## src/rtl/cvf_pkg.sv

```systemverilog
// ----------------------------------------------------------------------------
// cvf_pkg
// Shared types, constants and the slope table for the channel volume fader.
// ----------------------------------------------------------------------------
package cvf_pkg;

    localparam int CHANNELS  = 16;
    localparam int FADE_MS   = 16;
    localparam int FRAC_BITS = 12;

    // Active channel count, capped by the 4-bit channel field.
    localparam int NCH    = (CHANNELS < 16) ? CHANNELS : 16;
    localparam int ADDR_W = (NCH > 1) ? $clog2(NCH) : 1;

    localparam int LEVEL_W = 7;
    localparam int LEFT_W  = 8;
    localparam int ELAP_W  = 16;

    // Largest slope magnitude is 127 * 4096 / FADE_MS.
    localparam int SLOPE_MAX = (127 * (1 << FRAC_BITS)) / FADE_MS;
    localparam int SLOPE_W   = $clog2(SLOPE_MAX + 1);
    localparam int PROD_W    = SLOPE_W + LEFT_W;
    localparam int LINE_W    = PROD_W + 2;

    typedef enum logic [1:0] {
        ACT_NOTE_ON    = 2'd0,
        ACT_START_FADE = 2'd1,
        ACT_TICK       = 2'd2,
        ACT_NONE       = 2'd3
    } action_t;

    typedef enum logic [6:0] {
        ST_IDLE = 7'b0000001,
        ST_CRD  = 7'b0000010,
        ST_CWR  = 7'b0000100,
        ST_RD   = 7'b0001000,
        ST_LOOK = 7'b0010000,
        ST_MUL  = 7'b0100000,
        ST_WB   = 7'b1000000
    } state_t;

    typedef struct packed {
        logic               fade_on;
        logic [LEFT_W-1:0]  left_ms;
        logic [LEVEL_W-1:0] base;
        logic [LEVEL_W-1:0] goal;
        logic [LEVEL_W-1:0] faded;
        logic               mute;
    } chan_entry_t;

    localparam int ENTRY_W = $bits(chan_entry_t);

    localparam chan_entry_t RESET_ENTRY = '{
        fade_on: 1'b0,
        left_ms: '0,
        base:    '0,
        goal:    '0,
        faded:   7'd127,
        mute:    1'b0
    };

    typedef logic [SLOPE_W-1:0] slope_tab_t [128];

    // Slope magnitude per volume difference: |diff| * 4096 / FADE_MS, truncated.
    function automatic slope_tab_t build_slope_tab();
        slope_tab_t t;
        for (int i = 0; i < 128; i++)
        begin
            t[i] = SLOPE_W'((i * (1 << FRAC_BITS)) / FADE_MS);
        end
        return t;
    endfunction

    localparam slope_tab_t SLOPE_TAB = build_slope_tab();

endpackage

```

## src/rtl/channel_volume_fader.sv

```systemverilog
// ----------------------------------------------------------------------------
// channel_volume_fader
// Multi-channel linear volume fader: per-channel state in one RAM, a tick
// sweeps all channels and reports one transfer per channel.
// ----------------------------------------------------------------------------
// Sequence: note_on / start_fade step through accept, read and write back.
// A tick has an accept step, then for each channel a read, table lookup,
// multiply and write-back step; write back holds while the output is stalled.
// Each report is loaded into the output register by a channel's write back.
// One item is in work at a time; the four-step channel sweep sets the pace.
// Reset: rst_n clears the sequencer, output valid and the per-entry valid
// bits; an entry never written reads as its reset value, so no clearing pass.
// ----------------------------------------------------------------------------
module channel_volume_fader
    import cvf_pkg::*;
(
    input  logic                clk,
    input  logic                rst_n,

    input  logic                in_valid,
    output logic                in_stall,
    input  logic [1:0]          action,
    input  logic [3:0]          channel,
    input  logic [LEVEL_W-1:0]  level,
    input  logic [ELAP_W-1:0]   elapsed_ms,

    output logic                out_valid,
    input  logic                out_stall,
    output logic [3:0]          chan_index,
    output logic [LEVEL_W-1:0]  fader_level,
    output logic                fading,
    output logic                silenced,
    output logic                last
);

    // ------------------------------------------------------------------
    // Sequencer and latched command
    // ------------------------------------------------------------------
    state_t              state_reg, state_next;
    logic [ADDR_W-1:0]   cnt_reg, cnt_next;
    action_t             cmd_act_reg, cmd_act_next;
    logic [ADDR_W-1:0]   cmd_ch_reg, cmd_ch_next;
    logic [LEVEL_W-1:0]  cmd_level_reg, cmd_level_next;
    logic [ELAP_W-1:0]   elapsed_reg, elapsed_next;

    // Tick datapath stages
    chan_entry_t         ent_reg, ent_next;
    logic [SLOPE_W-1:0]  slope_mag_reg, slope_mag_next;
    logic                slope_neg_reg, slope_neg_next;
    logic [PROD_W-1:0]   prod_reg, prod_next;

    // Per-entry valid bits; an invalid entry reads as RESET_ENTRY.
    logic [NCH-1:0]      valid_reg, valid_next;
    logic                rd_vld_reg;

    // Output register
    logic                out_valid_reg, out_valid_next;
    logic [3:0]          chan_index_reg, chan_index_next;
    logic [LEVEL_W-1:0]  fader_level_reg, fader_level_next;
    logic                fading_reg, fading_next;
    logic                silenced_reg, silenced_next;
    logic                last_reg, last_next;

    // RAM port
    logic                ram_we;
    logic [ADDR_W-1:0]   ram_waddr;
    chan_entry_t         ram_wdata;
    logic [ADDR_W-1:0]   ram_raddr;
    logic [ENTRY_W-1:0]  ram_rdata;

    // Combinational helpers
    logic                in_xfer;
    logic                out_free;
    logic                ch_ok;
    logic                cnt_last;
    chan_entry_t         rd_ent;
    chan_entry_t         cmd_ent;
    chan_entry_t         wb_ent;
    logic [LEFT_W-1:0]   left_new;
    logic [LEVEL_W-1:0]  diff_mag;
    logic                diff_neg;
    logic signed [LINE_W-1:0] goal_term;
    logic signed [LINE_W-1:0] prod_term;
    logic signed [LINE_W-1:0] line_val;
    logic [LEVEL_W-1:0]  line_lvl;

    cvf_ram #(
        .WIDTH (ENTRY_W),
        .DEPTH (NCH)
    ) u_state_ram (
        .clk     (clk),
        .wr_en   (ram_we),
        .wr_addr (ram_waddr),
        .wr_data (ram_wdata),
        .rd_addr (ram_raddr),
        .rd_data (ram_rdata)
    );

    // Accept only when idle; a finished result may still sit in the output.
    assign in_stall = (state_reg != ST_IDLE);
    assign in_xfer  = in_valid && !in_stall;
    assign out_free = !out_valid_reg || !out_stall;
    assign ch_ok    = ({1'b0, channel} < 5'(NCH));
    assign cnt_last = (cnt_reg == ADDR_W'(NCH - 1));

    // Read address: the command's channel, else the sweep counter.
    assign ram_raddr = (state_reg == ST_CRD) ? cmd_ch_reg : cnt_reg;
    assign rd_ent    = rd_vld_reg ? chan_entry_t'(ram_rdata) : RESET_ENTRY;

    // ------------------------------------------------------------------
    // Tick arithmetic
    // ------------------------------------------------------------------
    always_comb
    begin
        // Remaining time counts down, saturating at zero.
        if ({{(ELAP_W - LEFT_W){1'b0}}, rd_ent.left_ms} > elapsed_reg)
        begin
            left_new = rd_ent.left_ms - elapsed_reg[LEFT_W-1:0];
        end
        else
        begin
            left_new = '0;
        end

        // Slope sign and magnitude; slope = (base - goal) * 4096 / FADE_MS.
        diff_neg = (rd_ent.base < rd_ent.goal);
        diff_mag = diff_neg ? (rd_ent.goal - rd_ent.base) : (rd_ent.base - rd_ent.goal);

        // goal * 4096 +/- |slope| * left, then clamp to 0..127.
        goal_term = $signed({{(LINE_W - LEVEL_W - FRAC_BITS){1'b0}}, ent_reg.goal,
                             {FRAC_BITS{1'b0}}});
        prod_term = $signed({2'b00, prod_reg});
        line_val  = slope_neg_reg ? (goal_term - prod_term) : (goal_term + prod_term);

        priority if (line_val[LINE_W-1])
        begin
            line_lvl = '0;
        end
        else if (|line_val[LINE_W-2:FRAC_BITS+LEVEL_W])
        begin
            line_lvl = 7'd127;
        end
        else
        begin
            line_lvl = line_val[FRAC_BITS+LEVEL_W-1:FRAC_BITS];
        end

        // Write-back entry for the channel under the sweep.
        wb_ent = ent_reg;
        if (ent_reg.fade_on)
        begin
            if (ent_reg.left_ms == '0)
            begin
                wb_ent.fade_on = 1'b0;
                wb_ent.base    = ent_reg.goal;
                wb_ent.faded   = ent_reg.goal;
                wb_ent.mute    = ent_reg.mute || (ent_reg.goal == '0);
            end
            else
            begin
                wb_ent.faded = line_lvl;
            end
        end
    end

    // Command modify: note_on sets the volume, start_fade arms a fade.
    always_comb
    begin
        cmd_ent = rd_ent;
        unique case (cmd_act_reg)
            ACT_NOTE_ON:
            begin
                cmd_ent.base    = cmd_level_reg;
                cmd_ent.faded   = cmd_level_reg;
                cmd_ent.fade_on = 1'b0;
                cmd_ent.left_ms = '0;
                cmd_ent.mute    = 1'b0;
            end
            ACT_START_FADE:
            begin
                cmd_ent.fade_on = 1'b1;
                cmd_ent.left_ms = LEFT_W'(FADE_MS);
                cmd_ent.goal    = cmd_level_reg;
            end
            default:
            begin
                cmd_ent = rd_ent;
            end
        endcase
    end

    // ------------------------------------------------------------------
    // Next-state logic
    // ------------------------------------------------------------------
    always_comb
    begin
        state_next       = state_reg;
        cnt_next         = cnt_reg;
        cmd_act_next     = cmd_act_reg;
        cmd_ch_next      = cmd_ch_reg;
        cmd_level_next   = cmd_level_reg;
        elapsed_next     = elapsed_reg;
        ent_next         = ent_reg;
        slope_mag_next   = slope_mag_reg;
        slope_neg_next   = slope_neg_reg;
        prod_next        = prod_reg;
        valid_next       = valid_reg;

        // Drop the output once the consumer takes it.
        out_valid_next   = out_valid_reg && out_stall;
        chan_index_next  = chan_index_reg;
        fader_level_next = fader_level_reg;
        fading_next      = fading_reg;
        silenced_next    = silenced_reg;
        last_next        = last_reg;

        ram_we           = 1'b0;
        ram_waddr        = cnt_reg;
        ram_wdata        = wb_ent;

        unique case (state_reg)
            ST_IDLE:
            begin
                if (in_xfer)
                begin
                    cmd_act_next   = action_t'(action);
                    cmd_ch_next    = channel[ADDR_W-1:0];
                    cmd_level_next = level;
                    elapsed_next   = elapsed_ms;
                    cnt_next       = '0;
                    priority if (action == ACT_TICK)
                    begin
                        state_next = ST_RD;
                    end
                    else if ((action == ACT_NOTE_ON || action == ACT_START_FADE) && ch_ok)
                    begin
                        state_next = ST_CRD;
                    end
                    else
                    begin
                        state_next = ST_IDLE;
                    end
                end
            end
            ST_CRD:
            begin
                state_next = ST_CWR;
            end
            ST_CWR:
            begin
                ram_we                 = 1'b1;
                ram_waddr              = cmd_ch_reg;
                ram_wdata              = cmd_ent;
                valid_next[cmd_ch_reg] = 1'b1;
                state_next             = ST_IDLE;
            end
            ST_RD:
            begin
                state_next = ST_LOOK;
            end
            ST_LOOK:
            begin
                ent_next = rd_ent;
                if (rd_ent.fade_on)
                begin
                    ent_next.left_ms = left_new;
                end
                slope_mag_next = SLOPE_TAB[diff_mag];
                slope_neg_next = diff_neg;
                state_next     = ST_MUL;
            end
            ST_MUL:
            begin
                prod_next  = PROD_W'(slope_mag_reg) * PROD_W'(ent_reg.left_ms);
                state_next = ST_WB;
            end
            ST_WB:
            begin
                // Hold until the output register can take the result.
                if (out_free)
                begin
                    ram_we              = 1'b1;
                    ram_waddr           = cnt_reg;
                    ram_wdata           = wb_ent;
                    valid_next[cnt_reg] = 1'b1;
                    out_valid_next      = 1'b1;
                    chan_index_next     = 4'(cnt_reg);
                    fader_level_next    = wb_ent.faded;
                    fading_next         = wb_ent.fade_on;
                    silenced_next       = wb_ent.mute;
                    last_next           = cnt_last;
                    if (cnt_last)
                    begin
                        state_next = ST_IDLE;
                    end
                    else
                    begin
                        cnt_next   = cnt_reg + ADDR_W'(1);
                        state_next = ST_RD;
                    end
                end
            end
            default:
            begin
                state_next = ST_IDLE;
            end
        endcase
    end

    // ------------------------------------------------------------------
    // Registers
    // ------------------------------------------------------------------
    always_ff @(posedge clk or negedge rst_n)
    begin
        if (!rst_n)
        begin
            state_reg     <= ST_IDLE;
            cnt_reg       <= '0;
            valid_reg     <= '0;
            rd_vld_reg    <= 1'b0;
            out_valid_reg <= 1'b0;
        end
        else
        begin
            state_reg     <= state_next;
            cnt_reg       <= cnt_next;
            valid_reg     <= valid_next;
            rd_vld_reg    <= valid_reg[ram_raddr];
            out_valid_reg <= out_valid_next;
        end
    end

    // Payload registers, no reset needed.
    always_ff @(posedge clk)
    begin
        cmd_act_reg     <= cmd_act_next;
        cmd_ch_reg      <= cmd_ch_next;
        cmd_level_reg   <= cmd_level_next;
        elapsed_reg     <= elapsed_next;
        ent_reg         <= ent_next;
        slope_mag_reg   <= slope_mag_next;
        slope_neg_reg   <= slope_neg_next;
        prod_reg        <= prod_next;
        chan_index_reg  <= chan_index_next;
        fader_level_reg <= fader_level_next;
        fading_reg      <= fading_next;
        silenced_reg    <= silenced_next;
        last_reg        <= last_next;
    end

    assign out_valid   = out_valid_reg;
    assign chan_index  = chan_index_reg;
    assign fader_level = fader_level_reg;
    assign fading      = fading_reg;
    assign silenced    = silenced_reg;
    assign last        = last_reg;

    // ------------------------------------------------------------------
    // Assertions
    // ------------------------------------------------------------------
    // The last flag marks exactly the final active channel.
    a_last_index: assert property (@(posedge clk) disable iff (!rst_n)
        out_valid |-> (last == (chan_index == 4'(NCH - 1))))
        else $error("last flag does not match final channel");

    // A new result is only loaded from the write-back step of a sweep.
    a_out_source: assert property (@(posedge clk) disable iff (!rst_n)
        $rose(out_valid) |-> $past(state_reg == ST_WB))
        else $error("result appeared outside write-back");

    // An accepted tick starts its sweep at channel zero.
    a_tick_start: assert property (@(posedge clk) disable iff (!rst_n)
        (in_xfer && action == ACT_TICK) |=> (state_reg == ST_RD && cnt_reg == '0))
        else $error("tick sweep did not start at channel zero");

endmodule

```

## src/rtl/cvf_ram.sv

```systemverilog
// ----------------------------------------------------------------------------
// cvf_ram
// Generic single-port-write, single-port-read RAM with registered read data.
// ----------------------------------------------------------------------------
module cvf_ram #(
    parameter int WIDTH = 8,
    parameter int DEPTH = 16,
    localparam int AW   = (DEPTH > 1) ? $clog2(DEPTH) : 1
) (
    input  logic             clk,
    input  logic             wr_en,
    input  logic [AW-1:0]    wr_addr,
    input  logic [WIDTH-1:0] wr_data,
    input  logic [AW-1:0]    rd_addr,
    output logic [WIDTH-1:0] rd_data
);

    logic [WIDTH-1:0] mem [DEPTH];
    logic [WIDTH-1:0] rd_data_reg;

    always_ff @(posedge clk)
    begin
        if (wr_en)
        begin
            mem[wr_addr] <= wr_data;
        end
        rd_data_reg <= mem[rd_addr];
    end

    assign rd_data = rd_data_reg;

endmodule
```

## config.mk

```make
export PLATFORM = sky130hd
export DESIGN_NAME = channel_volume_fader
export DESIGN_NICKNAME = d
export VERILOG_FILES = /design/src/rtl/cvf_pkg.sv /design/src/rtl/channel_volume_fader.sv /design/src/rtl/cvf_ram.sv
export SDC_FILE = /design/constraint.sdc
export NUM_CORES = 1
export LEC_CHECK = 0
export ABC_AREA = 0
export BUFFER_PORTS_ARGS = -buffer_cell sky130_fd_sc_hd__buf_2
export CORE_UTILIZATION = 50
export DETAILED_ROUTE_END_ITERATION = 12
export GPL_TIMING_DRIVEN = 0
export PLACE_DENSITY = 0.78
export SETUP_SLACK_MARGIN = 0.4
export SLEW_MARGIN = 30
export SYNTH_ARGS = -nofsm -noshare
export SYNTH_HDL_FRONTEND = slang
export SYNTH_SLANG_ARGS = --single-unit
```

## constraint.sdc

```tcl
create_clock -name clk -period 9.4 [get_ports clk]
set_clock_uncertainty 0.2 [all_clocks]
set_input_delay 0.94 -clock clk [delete_from_list [all_inputs] [get_ports clk]]
set_output_delay 0.94 -clock clk [all_outputs]
set_load 0.01 [all_outputs]
```

; ---- Yosys cells after proc, flatten, opt, wreduce, memory -nomap -nowiden
; Memories as Yosys holds them, arrays and structs flattened. A register that Yosys moved wholly into a read port is not among the register bits.
; Index checks and enable logic that the tools add are counted.
[word_totals]
regBits = 127
latch_bits = 0
ram_bits = 496
rom_bits = 1920
inputBits = 33
elab_cells = 123
mem_count = 2
[classes]
addsub = 6
mul = 1
n_div = 0
order_cmp = 7
n_eq_ne = 15
shift = 0
mux = 45
bitwise = 3
n_reduce_logical = 22
[memory_table]
columns = name, words, word_bits, read_ports, rd_ports_with_merged_regs, write_ports, line_no
row1 = (name not given), 128, 15, 1, 1, 0, channel_volume_fader.sv:268  ; slope_mag_next = SLOPE_TAB[diff_mag];
row2 = u_state_ram.mem, 16, 31, 1, 1, 1, cvf_ram.sv:18  ; logic [WIDTH-1:0] mem [DEPTH];
[ops]
columns = operator, count
row1 = two-way mux 7 bit, 10
row2 = two-way mux 31 bit, 2
row3 = one-hot mux 7 bit (6 select lines), 1
row4 = two-way mux 8 bit, 4
row5 = OR 16 bit, 2
row6 = one-hot mux 16 bit (2 select lines), 1
row7 = two-way mux 4 bit, 7
row8 = two-way mux 25 bit, 1
row9 = adder 19 x 23 -> 24 bit, 1
row10 = subtractor 19 x 23 -> 24 bit, 1
row11 = multiplier 15 x 8 -> 23 bit, 1
row12 = one-hot mux 9 bit (2 select lines), 1
row13 = > comparator 8 x 16 -> 1 bit, 1
row14 = two-way mux 16 bit, 1
row15 = "less-than comparator 4 x 5 -> 1 bit, second input constant", 3
row16 = subtractor 7 bit, 2
row17 = two-way mux 1 bit, 11
row18 = demux 1 bit (select 4 bit), 2
row19 = ">= comparator 4 x 1 -> 1 bit, second input constant", 2
row20 = zero test 8 bit, 1
row21 = NOT 7 -> 8 bit, 1
row22 = one-hot mux 4 bit (2 select lines), 1
row23 = AND reduction 2 bit, 4
row24 = subtractor 8 bit, 1
row25 = 25 further kinds, 37

; ---- Longest topological paths before layout
[depth]
word_depth = 8
depth_mapped = 17

; ---- Cells and area by module
; Synthesis repeated with hierarchy kept, for this count alone.
[hier_totals]
cells_unflattened = 1745
area_unflattened_um2 = 28514.8
[modules_own_cells]
columns = module, instances, cells_per_inst, area_per_inst_um2
row1 = cvf_ram, 1, 812, 19248.5
row2 = channel_volume_fader, 1, 933, 9266.4

; ---- Least setup slack after synthesis
; No wires, ideal clock.
[synth_path]
path_kind = flip-flop to flip-flop
start = register state_reg[1]
end = register state_reg[0]
arrival_time_ns = 4.521
setup_slack_ns = 4.600
path_stages_with_launch = 7
period_less_slack_ns = 4.800
cell_sequence = dfrtp_1 > or3_1 > or3_1 > nor3b_1 > nor4_1 > a21oi_1 > nor2_1
[synth_via]
elab_chain_len = 5
elab_cells_between_ends = 13
cone_classes = eq/ne (9) / mux (1) / reduce/logical (3)
[synth_lines]
columns = element, line_no
row1 = from (decl), channel_volume_fader.sv:39  ; state_t state_reg, state_next;
row2 = from (signal assigned), channel_volume_fader.sv:325  ; state_reg <= state_next;
row3 = inequality test 7 x 1 -> 1 bit, channel_volume_fader.sv:100  ; assign in_stall = (state_reg != ST_IDLE);
row4 = zero test 1 bit, channel_volume_fader.sv:101  ; assign in_xfer = in_valid && !in_stall;
row5 = logical AND 1 bit, channel_volume_fader.sv:101
row6 = inequality test 2 bit (no source line), n/a
row7 = AND reduction 2 bit (no source line), n/a
; Several ways; a longest one is shown, not always the timed one.
; A chain may end at the register's enable or synchronous reset.

; ---- Worst setup path after layout
[layout_path]
start = register ent_reg[26] (netlist name)
end = register prod_reg[21] (data pin)
[layout_via]
elab_chain_len = 1
[layout_lines]
columns = element, line_no
row1 = from (decl), channel_volume_fader.sv:47  ; chan_entry_t ent_reg, ent_next;
row2 = from (signal assigned), channel_volume_fader.sv:340  ; ent_reg <= ent_next;
row3 = multiplier 15 x 8 -> 23 bit, channel_volume_fader.sv:274  ; prod_next = PROD_W'(slope_mag_reg) * PROD_W'(ent_reg.left_ms);
row4 = to (signal assigned), channel_volume_fader.sv:343  ; prod_reg <= prod_next;
row5 = to (decl), channel_volume_fader.sv:50  ; logic [PROD_W-1:0] prod_reg, prod_next;
; Every way passes these cells.

==> metrics.md <==
| Metric | Value |
|---|---|
| Status | `finished, final reports clean` |
| Maximum fanout along the worst path | `9` |
| DRT met1 WL | `roughly 30000 um` |
| Top cells by area, synth | `edfxtp_1, a211oi_1, nand2_1, and2_1, ha_1` |
| Worst Tran Pin Value | `between 1000 and 1500 ps` |
| Global-route wire length before repair | `~120000 um` |
| Max reg flops | `496` |
| Met3 wire length | `7800 um` |
| Netlist cell types | `75` |
| Ant. Diodes | `0` |
| Sequential cell area | `0.0192 sq mm` |
| CP arrival | `5120 ps` |
| Remaining global-route overflow | `0` |
| Vias in the first global route | `20500` |
| Ys flop type | `edfxtp_1` |
| Worst-case reg-to-reg path depth | `16` |
| CTS Hold Buffers Added | `0` |
| Final ANT Viol Nets | `0` |
| Port buffer count | `48` |
| Type of origin of the critical path | `flop` |
| Num rows | `88` |
| GRT Util Overall | `0.268` |
| Met2 routed WL | `slightly below 40000 um` |
| Clock sink count | `653` |
| Synth top area share | `0.601` |
| R2R Setup Slk | `~4400 ps` |
| Max Freq | `approximately 200 MHz` |
| Clock transition at path regs | `60 ps` |
| Clock latency on the worst-skew pair | `620 ps` |
| RSZ-0062 raised after global routing | `false` |
| DR DRC count | `0` |
| Critical Path End Type | `flop` |
| Cell taking the most area after synthesis | `edfxtp_1` |
| Synthesis-stage register bit count | `653` |
| CTS Buffer Depth | `3` |
| Placed Area | `0.0318 sq mm` |
| Slew Viols, Final | `0` |
| Worst hold path type | `in -> async` |
| Number of synthesized flops with an enable pin | `593` |
| Maxcap violations | `0` |
| Layout area overhead | `14.5%` |
| Ys Warns | `0` |
| Seq/Total Area, Yosys | `0.647` |
| RD Place Congestion | `~0.95` |
| Fillcell total | `4399` |
| Cell Pwr Density | `210 mW/mm^2` |
| CTS tree | `yes` |
| FFs w/ async S/R, synth | `0.0444` |
| Io pins | `49` |
| Footprint of the multi-input gates | `0.00972 sq mm` |
| Initial Util | `0.510` |
| TritonRoute pass-1 iters | `7` |
| DR top layer | `met4` |
| Clk root buf | `clkbuf_16` |
| Via count | `20500` |
| Path type of the worst setup path | `reg -> reg` |
| Die height | `~250 um` |
| Setup TNS | `0 ps` |
| Core ar. | `0.0581 sq mm` |
| Finish-stage setup viols | `0` |
| DRT iter0 DRCs | `2503` |
| Vias per cell | `6.21` |
| CTS Buf Count | `67` |
| Syn nets | `2474` |
| Layout net count | `roughly 2600` |
| Post-Synthesis Cells | `2333` |
| VDD IR max | `around 0.00015 V` |
| Final Hold Fails | `0` |
| R2r endpoint | `prod_reg[21]` |
| Postcts setup bufs | `0` |
| Max_slew headroom | `0.293` |
| Lkg Pwr | `12.2 nW` |
| Post-synthesis average cell area | `about 13 sq um` |
| WL per Instance | `roughly 24 um` |
| R2R Path Start | `ent_reg[26]` |
| Post-DP HPWL | `57200 um` |
| Overall die area | `0.0602 sq mm` |
| Tmin final | `between 4000 and 5000 ps` |
| Routed WL | `roughly 80000 um` |
| Mapped Area | `0.0296 sq mm` |
| H-Tree Depth | `3` |
| Die outline width | `245 um` |
| Pin count of the biggest net entering global routing | `30` |
| Antenna violations before repair | `1` |
| Critical path required time | `9550 ps` |
| Final Instance Area | `0.0339 sq mm` |
| Post_cts resized | `0` |
| Final Cycle Share | `0.530` |
| Share of layout cells above drive strength 1 | `0.112` |
[kinds of logic (layout without fill, tap and decap cells)]
kind of cell | after synthesis | in the layout | synth area share
AND/OR/NAND/NOR | 705 | 705 | 0.115
buffers and inverters | 250 | 451 | 0.0343
multiplexers | 20 | 20 | 0.00688
flip-flops | 653 | 653 | 0.647
XOR/XNOR | 27 | 27 | 0.00798
AO/OA/AOI/OAI | 570 | 570 | 0.135
adder cells (fa/ha/maj) | 108 | 108 | 0.0542
[synth_stat cells, types with 28 or more instances]
cell / n
a21oi_1: 109
dfrtp_1: 28
o21ai_0: 31
a31oi_1: 83
ha_1: 74
dfxtp_1: 31
clkbuf_1: 108
nand2_1: 338
nor2_1: 74
a211oi_1: 171
inv_1: 110
a311oi_1: 64
and2_1: 173
fa_1: 34
edfxtp_1: 593
[power by group]
part           total (mW)  internal (mW)  switching, mW
clock                2.62           1.50           1.12
sequential           3.37           3.31         0.0656
combinational        1.11          0.392          0.721
total                7.11           5.20           1.90
[worst max path at each step]
stage / startpoint / to / slack, ps / cells past startpoint
floorplan: state_reg[1] / state_reg[0] / 4600 / 6
global placement: state_reg[1] / state_reg[0] / 3300 / 6
detailed placement: slope_mag_reg[11] / prod_reg[21] / 4430 / 16
CTS: slope_mag_reg[11] / prod_reg[21] / 4420 / 16
global route: slope_mag_reg[11] / prod_reg[21] / 4130 / 16
finish: ent_reg[26] / prod_reg[21] / 4420 / 16
[worst max-delay path: stages (launching register included)]
cell and delay, ps:
edfxtp_1 540, and2_1 230, fa_1 530, inv_1 50
fa_1 480, inv_1 70, fa_1 540, inv_1 70
fa_1 540, inv_1 40, ha_1 320, a21boi_0 150
o21ai_0 230, a21oi_1 120, o31ai_1 320, mux2i_1 220
nand2_1 80
[cell usage in the layout (no fill, tap or decap), types with 28 or more instances in the layout]
cell,count
a211oi_1,171
a21oi_1,100
a311oi_1,64
a31oi_1,75
and2_1,172
buf_2,63
clkbuf_1,121
clkbuf_16,69
dfrtp_1,28
dfxtp_1,31
edfxtp_1,593
fa_1,34
ha_1,74
inv_1,110
nand2_1,338
nor2_1,58
[area by class of cell]
| class | instances | share of cell area |
|---|---|---|
| clock inverter | 31 | 0.00956 |
| sequential | 653 | 0.565 |
| buffer | 139 | 0.0177 |
| clock buffer | 84 | 0.0532 |
| timing repair buffer | 86 | 0.0275 |
| multi-input combinational | 1430 | 0.287 |
| tap | 765 | 0.0282 |
| inverter | 111 | 0.0123 |
[per-stage QoR]
stage / util / hold WS, ps / total power [mW] / std cells / worst slack (ps)
floorplan: - / 234 / 4.13 / 2333 / 4600
global placement: 0.530 / 259 / 4.45 / 3146 / 3300
detailed placement: 0.547 / 265 / 4.51 / 3184 / 4430
CTS: 0.583 / 188 / 7.09 / 3299 / 4420
global route: 0.583 / 234 / 7.32 / 3299 / 4130
finish: 0.583 / 185 / 7.11 / 3299 / 4420
[layer usage]
metal	global-route usage	vias to the layer above
met5	0	-
met4	0.113	0
met3	0.0488	236
met2	0.444	1260
met1	0.348	10000
li1	-	8971
Note: power is estimated with default switching activity, not from simulation.
